`src/rtl/assert_macros.svh`:
```
// ----------------------------------------------------------------------------
// assert_macros.svh
// shared concurrent assertion macros, clocked and reset-qualified
// ----------------------------------------------------------------------------
`ifndef ASSERT_MACROS_SVH
`define ASSERT_MACROS_SVH

// same-cycle implication
`define ASSERT_IMPL(label, clk_s, rstn_s, ante, cons, msg) \
    label: assert property (@(posedge clk_s) disable iff (!rstn_s) (ante) |-> (cons)) \
        else $error(msg);

// next-cycle implication
`define ASSERT_NEXT(label, clk_s, rstn_s, ante, cons, msg) \
    label: assert property (@(posedge clk_s) disable iff (!rstn_s) (ante) |=> (cons)) \
        else $error(msg);

`endif

```
`src/rtl/dbtf_pkg.sv`:
```
// ----------------------------------------------------------------------------
// dbtf_pkg
// shared types and constants of the detection box transform and filter
// ----------------------------------------------------------------------------
package dbtf_pkg;

    // grid and fixed-point constants
    localparam int GRID_HALF = 4096;
    localparam int GRID_FULL = 8192;
    localparam int UNIT_SH   = 13;   // one scene unit for positions and sizes
    localparam int CUNIT_SH  = 14;   // one scene unit for centres

    // configuration port
    localparam int PADDR_W = 6;
    localparam int PDATA_W = 64;

    // stream widths
    localparam int S_TDATA_W = 96;
    localparam int S_TUSER_W = 8;
    localparam int M_TDATA_W = 112;
    localparam int M_TUSER_W = 9;

    typedef enum logic [2:0] {
        REG_ROTATION,
        REG_MIN_CONFIDENCE,
        REG_MIN_SIZE,
        REG_MAX_SIZE,
        REG_AREA_BOX,
        REG_IGNORE_BOX,
        REG_CLASS_ACTIVE_MASK,
        REG_CLASS_COUNT
    } reg_idx_t;

    typedef enum logic [1:0] {
        ROT_NONE,
        ROT_90,
        ROT_180,
        ROT_270
    } rot_t;

    typedef struct packed {
        rot_t        rotation;
        logic [6:0]  min_confidence;
        logic [19:0] min_size;
        logic [19:0] max_size;
        logic [39:0] area_box;
        logic [39:0] ignore_box;
        logic [63:0] class_active_mask;
        logic [6:0]  class_count;
    } cfg_t;

    localparam cfg_t CFG_RESET = '{
        rotation:          ROT_NONE,
        min_confidence:    7'd0,
        min_size:          20'd10250,
        max_size:          20'd922500,
        area_box:          40'd1074790400000,
        ignore_box:        40'd0,
        class_active_mask: 64'hFFFF_FFFF_FFFF_FFFF,
        class_count:       7'd64
    };

    typedef struct packed {
        logic signed [13:0] left_edge;
        logic signed [13:0] top_edge;
        logic signed [13:0] right_edge;
        logic signed [13:0] bottom_edge;
        logic [31:0]        object_id;
        logic [7:0]         class_index;
        logic [6:0]         score;
        logic               last_of_scene;
    } item_t;

    typedef struct packed {
        logic               keep;
        logic signed [11:0] box_x;
        logic signed [11:0] box_y;
        logic signed [11:0] box_w;
        logic signed [11:0] box_h;
        logic signed [11:0] centre_x;
        logic signed [11:0] centre_y;
        logic [31:0]        out_id;
        logic [7:0]         out_class;
        logic [6:0]         out_score;
        logic               out_last;
    } result_t;

endpackage

```
`src/rtl/dbtf_cfg.sv`:
```
// ----------------------------------------------------------------------------
// dbtf_cfg
// register file behind the configuration port, write and read back
// ----------------------------------------------------------------------------
module dbtf_cfg
    import dbtf_pkg::*;
(
    input  logic               clk,
    input  logic               rst_n,
    input  logic               psel,
    input  logic               penable,
    input  logic               pwrite,
    input  logic [PADDR_W-1:0] paddr,
    input  logic [PDATA_W-1:0] pwdata,
    output logic [PDATA_W-1:0] prdata,
    output logic               pready,
    output cfg_t               cfg
);

    cfg_t     cfg_reg;
    cfg_t     cfg_next;
    reg_idx_t reg_idx;
    logic     wr_en;

    assign pready  = 1'b1;
    assign reg_idx = reg_idx_t'(paddr[PADDR_W-1:3]);
    assign wr_en   = psel && penable && pwrite;
    assign cfg     = cfg_reg;

    // register write decode
    always_comb
    begin
        cfg_next = cfg_reg;
        if (wr_en)
        begin
            unique case (reg_idx)
                REG_ROTATION:          cfg_next.rotation          = rot_t'(pwdata[1:0]);
                REG_MIN_CONFIDENCE:    cfg_next.min_confidence    = pwdata[6:0];
                REG_MIN_SIZE:          cfg_next.min_size          = pwdata[19:0];
                REG_MAX_SIZE:          cfg_next.max_size          = pwdata[19:0];
                REG_AREA_BOX:          cfg_next.area_box          = pwdata[39:0];
                REG_IGNORE_BOX:        cfg_next.ignore_box        = pwdata[39:0];
                REG_CLASS_ACTIVE_MASK: cfg_next.class_active_mask = pwdata;
                REG_CLASS_COUNT:       cfg_next.class_count       = pwdata[6:0];
            endcase
        end
    end

    always_ff @(posedge clk or negedge rst_n)
    begin
        if (!rst_n)
        begin
            cfg_reg <= CFG_RESET;
        end
        else
        begin
            cfg_reg <= cfg_next;
        end
    end

    // read back mux
    always_comb
    begin
        unique case (reg_idx)
            REG_ROTATION:          prdata = PDATA_W'(cfg_reg.rotation);
            REG_MIN_CONFIDENCE:    prdata = PDATA_W'(cfg_reg.min_confidence);
            REG_MIN_SIZE:          prdata = PDATA_W'(cfg_reg.min_size);
            REG_MAX_SIZE:          prdata = PDATA_W'(cfg_reg.max_size);
            REG_AREA_BOX:          prdata = PDATA_W'(cfg_reg.area_box);
            REG_IGNORE_BOX:        prdata = PDATA_W'(cfg_reg.ignore_box);
            REG_CLASS_ACTIVE_MASK: prdata = cfg_reg.class_active_mask;
            REG_CLASS_COUNT:       prdata = PDATA_W'(cfg_reg.class_count);
        endcase
    end

endmodule

```
`src/rtl/dbtf_core.sv`:
```
// ----------------------------------------------------------------------------
// dbtf_core
// grid mapping, rotation, scaling, centre and keep tests for one detection
// ----------------------------------------------------------------------------
module dbtf_core
    import dbtf_pkg::*;
#(
    parameter int SCENE_RANGE = 1000,
    parameter int MAX_CLASSES = 64
)
(
    input  item_t   item,
    input  cfg_t    cfg,
    output result_t res
);

    // numerators over 8192 (centres over 16384) stay below 2^(NUM_W-1)
    localparam int NUM_W = $clog2(SCENE_RANGE + 1) + 19;
    localparam int SEL_W = (MAX_CLASSES > 1) ? $clog2(MAX_CLASSES) : 1;
    localparam logic signed [NUM_W-1:0] SCALE  = NUM_W'(SCENE_RANGE);
    localparam logic signed [NUM_W-1:0] FULL   = NUM_W'(SCENE_RANGE * GRID_FULL);
    localparam logic signed [NUM_W-1:0] SAT_HI = NUM_W'(2047);
    localparam logic signed [NUM_W-1:0] SAT_LO = NUM_W'(-2048);
    localparam logic [7:0] CNT_MAX = 8'(MAX_CLASSES);

    // divide by a power of two, rounding toward zero
    function automatic logic signed [NUM_W-1:0] div_pow2(
        input logic signed [NUM_W-1:0] v,
        input int sh
    );
        logic signed [NUM_W-1:0] bias;
        bias = v[NUM_W-1] ? ((NUM_W'(1) <<< sh) - NUM_W'(1)) : '0;
        return (v + bias) >>> sh;
    endfunction

    // clamp to the 12-bit signed output range
    function automatic logic [11:0] sat12(input logic signed [NUM_W-1:0] v);
        logic [11:0] r;
        if (v > SAT_HI)
            r = 12'h7FF;
        else if (v < SAT_LO)
            r = 12'h800;
        else
            r = v[11:0];
        return r;
    endfunction

    // ten-bit limit scaled to a numerator
    function automatic logic signed [NUM_W-1:0] lim(input logic [9:0] f, input int sh);
        logic signed [NUM_W-1:0] l;
        l = $signed(NUM_W'(f));
        return l <<< sh;
    endfunction

    logic signed [15:0] xg, yg, x2g, y2g, wg, hg, xg_r, yg_r;
    logic signed [NUM_W-1:0] xs, ys, ws, hs;
    logic signed [NUM_W-1:0] x_rot, y_rot, w_rot, h_rot, cx, cy;
    logic [7:0] cnt, sel;
    logic class_on, score_ok, size_ok, area_ok, ignore_hit;

    // edges onto the 8192 grid
    assign xg  = 16'(item.left_edge) + 16'(GRID_HALF);
    assign yg  = 16'(GRID_HALF) - 16'(item.top_edge);
    assign x2g = 16'(item.right_edge) + 16'(GRID_HALF);
    assign y2g = 16'(GRID_HALF) - 16'(item.bottom_edge);
    assign wg  = x2g - xg;
    assign hg  = y2g - yg;

    // half turn on the grid, size unchanged
    assign xg_r = (cfg.rotation == ROT_180) ? 16'(GRID_FULL) - x2g : xg;
    assign yg_r = (cfg.rotation == ROT_180) ? 16'(GRID_FULL) - y2g : yg;

    // scale to scene units, constant multiplier
    assign xs = NUM_W'(xg_r) * SCALE;
    assign ys = NUM_W'(yg_r) * SCALE;
    assign ws = NUM_W'(wg) * SCALE;
    assign hs = NUM_W'(hg) * SCALE;

    // quarter turns
    always_comb
    begin
        case (cfg.rotation)
            ROT_90:
            begin
                w_rot = div_pow2(hs, UNIT_SH) <<< UNIT_SH;
                h_rot = ws;
                x_rot = FULL - ys - w_rot;
                y_rot = div_pow2(xs, UNIT_SH) <<< UNIT_SH;
            end
            ROT_270:
            begin
                w_rot = div_pow2(hs, UNIT_SH) <<< UNIT_SH;
                h_rot = ws;
                y_rot = FULL - xs - h_rot;
                x_rot = div_pow2(ys, UNIT_SH) <<< UNIT_SH;
            end
            default:
            begin
                x_rot = xs;
                y_rot = ys;
                w_rot = ws;
                h_rot = hs;
            end
        endcase
    end

    // doubled centre
    assign cx = (x_rot <<< 1) + w_rot;
    assign cy = (y_rot <<< 1) + h_rot;

    // class lookup, out-of-range ids fall on the last class
    always_comb
    begin
        if (cfg.class_count == 7'd0)
            cnt = 8'd1;
        else if (8'(cfg.class_count) > CNT_MAX)
            cnt = CNT_MAX;
        else
            cnt = 8'(cfg.class_count);
        sel = (item.class_index < cnt) ? item.class_index : cnt - 8'd1;
    end
    assign class_on = cfg.class_active_mask[sel[SEL_W-1:0]];

    assign score_ok = !(item.score < cfg.min_confidence);

    // size window
    assign size_ok = !(w_rot > lim(cfg.max_size[9:0], UNIT_SH) ||
                       h_rot > lim(cfg.max_size[19:10], UNIT_SH) ||
                       w_rot < lim(cfg.min_size[9:0], UNIT_SH) ||
                       h_rot < lim(cfg.min_size[19:10], UNIT_SH));

    // area of interest
    assign area_ok = !(cx < lim(cfg.area_box[9:0], CUNIT_SH) ||
                       cx > lim(cfg.area_box[29:20], CUNIT_SH) ||
                       cy < lim(cfg.area_box[19:10], CUNIT_SH) ||
                       cy > lim(cfg.area_box[39:30], CUNIT_SH));

    // ignore region, left edge open
    assign ignore_hit = (cx >  lim(cfg.ignore_box[9:0], CUNIT_SH)) &&
                        (cx <= lim(cfg.ignore_box[29:20], CUNIT_SH)) &&
                        (cy >= lim(cfg.ignore_box[19:10], CUNIT_SH)) &&
                        (cy <= lim(cfg.ignore_box[39:30], CUNIT_SH));

    // result fields
    always_comb
    begin
        res.keep      = class_on && score_ok && size_ok && area_ok && !ignore_hit;
        res.box_x     = sat12(div_pow2(x_rot, UNIT_SH));
        res.box_y     = sat12(div_pow2(y_rot, UNIT_SH));
        res.box_w     = sat12(div_pow2(w_rot, UNIT_SH));
        res.box_h     = sat12(div_pow2(h_rot, UNIT_SH));
        res.centre_x  = sat12(div_pow2(cx, CUNIT_SH));
        res.centre_y  = sat12(div_pow2(cy, CUNIT_SH));
        res.out_id    = item.object_id;
        res.out_class = item.class_index;
        res.out_score = item.score;
        res.out_last  = item.last_of_scene;
    end

endmodule

```
`src/rtl/detection_box_transform_filter_top.sv`:
```
// ----------------------------------------------------------------------------
// detection_box_transform_filter_top: input register, one pass of logic, result register
// throughput one detection per cycle while the receiver takes results (m_tready high)
// async reset clears both stage valids and loads register defaults; no clearing pass
// ----------------------------------------------------------------------------
`include "assert_macros.svh"

module detection_box_transform_filter_top
    import dbtf_pkg::*;
#(
    parameter int SCENE_RANGE = 1000,
    parameter int MAX_CLASSES = 64
)
(
    input  logic                 clk,
    input  logic                 rst_n,
    // detection input
    input  logic                 s_tvalid,
    output logic                 s_tready,
    // left_edge, top_edge, right_edge, bottom_edge, object_id, score, zero pad
    input  logic [S_TDATA_W-1:0] s_tdata,
    // class_index
    input  logic [S_TUSER_W-1:0] s_tuser,
    input  logic                 s_tlast,
    // result output
    output logic                 m_tvalid,
    input  logic                 m_tready,
    // box_x, box_y, box_w, box_h, centre_x, centre_y, out_id, out_score, zero pad
    output logic [M_TDATA_W-1:0] m_tdata,
    // keep, out_class
    output logic [M_TUSER_W-1:0] m_tuser,
    output logic                 m_tlast,
    // configuration port
    input  logic                 psel,
    input  logic                 penable,
    input  logic                 pwrite,
    input  logic [PADDR_W-1:0]   paddr,
    input  logic [PDATA_W-1:0]   pwdata,
    output logic [PDATA_W-1:0]   prdata,
    output logic                 pready
);

    cfg_t    cfg;
    item_t   in_item;
    item_t   in_item_reg;
    logic    in_valid_reg;
    logic    in_valid_next;
    result_t core_res;
    result_t out_res_reg;
    logic    out_valid_reg;
    logic    out_valid_next;
    logic    out_ready;
    logic    in_xfer;
    logic    out_load;

    dbtf_cfg u_cfg (
        .clk     (clk),
        .rst_n   (rst_n),
        .psel    (psel),
        .penable (penable),
        .pwrite  (pwrite),
        .paddr   (paddr),
        .pwdata  (pwdata),
        .prdata  (prdata),
        .pready  (pready),
        .cfg     (cfg)
    );

    // unpack input transfer
    assign in_item.left_edge     = s_tdata[13:0];
    assign in_item.top_edge      = s_tdata[27:14];
    assign in_item.right_edge    = s_tdata[41:28];
    assign in_item.bottom_edge   = s_tdata[55:42];
    assign in_item.object_id     = s_tdata[87:56];
    assign in_item.score         = s_tdata[94:88];
    assign in_item.class_index   = s_tuser;
    assign in_item.last_of_scene = s_tlast;

    // handshake: each stage moves when the one after it can take
    assign out_ready      = !out_valid_reg || m_tready;
    assign s_tready       = !in_valid_reg || out_ready;
    assign in_xfer        = s_tvalid && s_tready;
    assign out_load       = in_valid_reg && out_ready;
    assign in_valid_next  = s_tready ? s_tvalid : in_valid_reg;
    assign out_valid_next = out_ready ? in_valid_reg : out_valid_reg;

    // stage valids
    always_ff @(posedge clk or negedge rst_n)
    begin
        if (!rst_n)
        begin
            in_valid_reg  <= 1'b0;
            out_valid_reg <= 1'b0;
        end
        else
        begin
            in_valid_reg  <= in_valid_next;
            out_valid_reg <= out_valid_next;
        end
    end

    // input register
    always_ff @(posedge clk)
    begin
        if (in_xfer)
        begin
            in_item_reg <= in_item;
        end
    end

    dbtf_core #(
        .SCENE_RANGE (SCENE_RANGE),
        .MAX_CLASSES (MAX_CLASSES)
    ) u_core (
        .item (in_item_reg),
        .cfg  (cfg),
        .res  (core_res)
    );

    // result register
    always_ff @(posedge clk)
    begin
        if (out_load)
        begin
            out_res_reg <= core_res;
        end
    end

    // pack result transfer
    assign m_tvalid = out_valid_reg;
    assign m_tdata  = {1'b0, out_res_reg.out_score, out_res_reg.out_id,
                       out_res_reg.centre_y, out_res_reg.centre_x,
                       out_res_reg.box_h, out_res_reg.box_w,
                       out_res_reg.box_y, out_res_reg.box_x};
    assign m_tuser  = {out_res_reg.out_class, out_res_reg.keep};
    assign m_tlast  = out_res_reg.out_last;

    // pipeline checks
    `ASSERT_NEXT(a_accept_lands, clk, rst_n, in_xfer, in_valid_reg,
                 "accepted item not held in input stage")
    `ASSERT_NEXT(a_stage_holds, clk, rst_n, in_valid_reg && !out_ready,
                 in_valid_reg && $stable(in_item_reg), "stalled input stage lost or changed its item")
    `ASSERT_NEXT(a_advance, clk, rst_n, out_load, m_tvalid,
                 "item moved out of input stage but no result shown")
    `ASSERT_IMPL(a_full_blocks, clk, rst_n, in_valid_reg && out_valid_reg && !m_tready,
                 !s_tready, "input taken while both stages are full and stalled")

endmodule

```
`config.mk`:
```
export PLATFORM = sky130hd
export DESIGN_NAME = detection_box_transform_filter_top
export DESIGN_NICKNAME = d
export VERILOG_FILES = /design/src/rtl/dbtf_pkg.sv /design/src/rtl/dbtf_cfg.sv /design/src/rtl/dbtf_core.sv /design/src/rtl/detection_box_transform_filter_top.sv
export VERILOG_INCLUDE_DIRS = /design/src /design/src/rtl
export SDC_FILE = /design/constraint.sdc
export NUM_CORES = 2
export LEC_CHECK = 0
export BUFFER_PORTS_ARGS = -buffer_cell sky130_fd_sc_hd__buf_4
export CAP_MARGIN = 10
export CORE_ASPECT_RATIO = 0.9
export CORE_MARGIN = 5
export CORE_UTILIZATION = 50
export CTS_CLUSTER_DIAMETER = 80
export DETAILED_ROUTE_END_ITERATION = 8
export PLACE_DENSITY = 0.76
export SYNTH_ARGS = -nofsm -noshare
export SYNTH_HDL_FRONTEND = slang
export SYNTH_SLANG_ARGS = --single-unit
```
`constraint.sdc`:
```
create_clock -name clk -period 45.9 [get_ports clk]
set_input_delay 0 -clock clk [delete_from_list [all_inputs] [get_ports clk]]
set_output_delay 0 -clock clk [all_outputs]
set_load 0.03 [all_outputs]
```
==> impl_metrics.py <==
metrics = {
    "status": {
        "status": "completed",
    },
    "placement": {
        "hpwl_um": 112900,
        "place.gp.congestion": 0.9949,
        "place_inst": 6418,
        "dpl-instance-area_um2": 50190,
        "port_buffers": 364,
    },
    "cts": {
        "cts_setup_buffers": 0,
        "cts_tree": "yes",
        "cts_buffers": 46,
        "path_clk_slew_ps": 60,
        "htree_levels": 2,
        "clk_latency_ps": 630,
        "root_buffer": "clkbuf_16",
        "clock-sinks": 427,
        "cts_buffer_depth": 3,
    },
    "yosys": {
        "yosysTopAreaCell": "ha_1",
        "syn_avg_cell_area_um2": 9.407,
        "async_reset_ff_share_pct": 47.31,
        "synth_area_um2": 45700,
        "ys_types": 108,
        "ys_seq_elements": 427,
        "synthFlopType": "edfxtp_1",
        "netlist_instances": 4858,
        "ys_seq_area_share_pct": 26.09,
        "yosysTopAreaCellShare_pct": 16.62,
        "syn-num-nets": 5874,
        "ys_top_cells_by_area": "ha_1, edfxtp_1, fa_1",
        "synth_enable_flop_cells": 225,
        "synth_warnings": 0,
    },
    "drt": {
        "finalWirelength_um": 144800,
        "drtPass1Iterations": 8,
        "initialDrtViolationCount": 3910,
        "via_count": 39680,
        "drcViolationCount": 0,
        "postRouteAntennaNets": 0,
        "viasPerCell": 5.936,
        "wire_per_inst_um": 21.67,
    },
    "sta": {
        "period_share_pct": 42.92,
        "rsz0062_at_grt": "false",
        "worst_pin_slew_ps": 1169,
        "timing.hold.ws_ps": 42.01,
        "drv_slew": 0,
        "maxSlewHeadroom_pct": 21.93,
        "clock_skew_ps": 26.06,
        "period_minus_slack_ps": 19700,
        "setup_viol": 0,
        "fin_setup_tns_ps": 0,
        "hold_violations": 0,
        "max_freq_ghz": 0.05076,
    },
    "finish": {
        "fill_cells": 7619,
        "drive_gt1_share_pct": 15.21,
        "area_growth_pct": 17.11,
        "finish.instance_area_um2": 53520,
        "fin_cells": 6684,
        "final_nets": 6428,
        "largest_reg_flops": 200,
    },
    "job": {
        "maxCapViolations": 0,
    },
    "setup_path": {
        "critPathMostFrequentCell": "ha_1",
        "crit_path_max_incr_delay_ps": 780,
        "worstPathRequired_ps": 46220,
        "arrival_ps": 20020,
        "cp-start-kind": "register",
        "critical_path_class": "reg -> reg",
        "worstPathMaxFanout": 15,
        "cp-end-kind": "register",
        "slowest_stage": "nor2_2",
    },
    "global_route": {
        "antenna_found_initial": 6,
        "grt_start_max_net_pins": 77,
        "grt_pass1_wl_um": 224700,
        "grt_pass1_vias": 38970,
        "grtUsageTotal_pct": 29.03,
        "overflow": 0,
    },
    "floorplan": {
        "rows": 105,
        "die_area_um2": 97550,
        "die_h_um": 296.8,
        "core_um2": 90910,
        "die_w_um": 328.7,
        "ioPinCount": 371,
        "initial_core_util_pct": 50.27,
    },
    "min_path": {
        "hold_class": "in -> reg",
    },
}
==> per-layer routing <==
metal / wire (µm) / GRT usage, %
met5: 13 / 0
met4: 5768 / 9.879
met3: 13660 / 5.188
met2: 64450 / 45.66
met1: 60950 / 40.61
==> worst max-delay path, delay by kind of cell, from the launching register on <==
kind | cells | cell delay [ps]
flip-flops | 1 | 550
buffers and inverters | 7 | 690
adder cells (fa/ha/maj) | 12 | 4760
XOR/XNOR | 6 | 1780
AND/OR/NAND/NOR | 21 | 5510
AO/OA/AOI/OAI | 24 | 6130
==> cell usage in the layout (no fill, tap or decap), types with 32 or more instances in the layout <==
cell type,count
o31ai_1,32
buf_4,445
nor2b_1,86
o21a_1,86
a21o_1,111
a21oi_1,249
mux2i_1,114
edfxtp_1,225
dfrtp_1,112
nor3_1,90
nand2b_1,47
nand3_1,86
and3_1,53
o21ai_0,317
nor2_1,248
xor2_1,109
nand2_1,293
ha_1,607
fa_1,227
dlygate4sd3_1,174
xnor2_1,213
nand4_1,52
clkbuf_16,46
dfstp_2,89
inv_1,618
mux2_2,140
==> synth_stat cells (30+ instances only) <==
cell type / number
nand4_1: 52
dfrtp_1: 113
o21ai_0: 317
nand3_1: 86
a21oi_1: 249
dfstp_2: 89
a21o_1: 111
and3_1: 53
nor2_1: 252
a31oi_1: 31
nor3_1: 90
o31ai_1: 32
xor2_1: 109
mux2i_1: 116
edfxtp_1: 225
nand2_1: 293
inv_1: 618
ha_1: 607
nor2b_1: 88
nand2b_1: 47
o21a_1: 86
xnor2_1: 213
nor4_1: 30
clkbuf_1: 90
or3_1: 30
fa_1: 227
mux2_2: 140
==> worst paths after layout <==
check | start | cells after the start | slack, ps | to
max | in_item_reg[48] | 70 | 26200 | m_tuser[0]
min | paddr[5] | 4 | 40 | u_cfg.cfg[6]
max reg2reg | in_item_reg[48] | 70 | 26200 | m_tuser[0]
min reg2reg | in_item_reg[37] | 0 | 420 | m_tdata[93]
max in group asynchronous | rst_n | 4 | 43840 | m_tvalid
min in group asynchronous | rst_n | 2 | 150 | u_cfg.cfg[49]
==> kinds of logic (layout without fill, tap and decap cells) <==
logic type                 Yosys count  count (layout)  synth area share [%]
AOI/OAI and AO/OA                 1136            1136                 16.23
and+or+nand+nor                   1135            1135                 12.52
adders and majority gates          838             838                 26.65
buffers and inverters              737            1329                 6.089
DFF                                427             427                 26.09
xor gates and xnor gates           326             326                 6.355
muxes                              257             257                 6.040
other                                2               6               0.01643
==> repair_timing <==
| item | CTS | global route |
|---|---|---|
| resized for setup | 0 | 0 |
| endpoints found under the hold margin | 367 | 0 |
| hold buffers | 175 | 0 |
==> final cells by class <==
type / count / area, µm² / area share, %
clock inverter: 20 / 227.7 / 0.4255
sequential: 427 / 11930 / 22.29
multi-input combinational: 3694 / 31040 / 58.01
antenna: 4 / 10.01 / 0.01870
inverter: 621 / 2331 / 4.356
timing repair buffer: 622 / 5121 / 9.569
tap: 1230 / 1539 / 2.876
clock buffer: 66 / 1319 / 2.464
==> through the flow <==
step	worst slack (ps)	utilization [%]
after global placement	26870	55.21
after global routing	24870	58.87
after CTS	26540	58.85
final	26200	58.87
after detailed placement	26640	55.21
after floorplan	29690	-
Power is left out: the tool's default activity adds up to more than one toggle a clock period on the data nets, which glitch-free logic cannot reach.
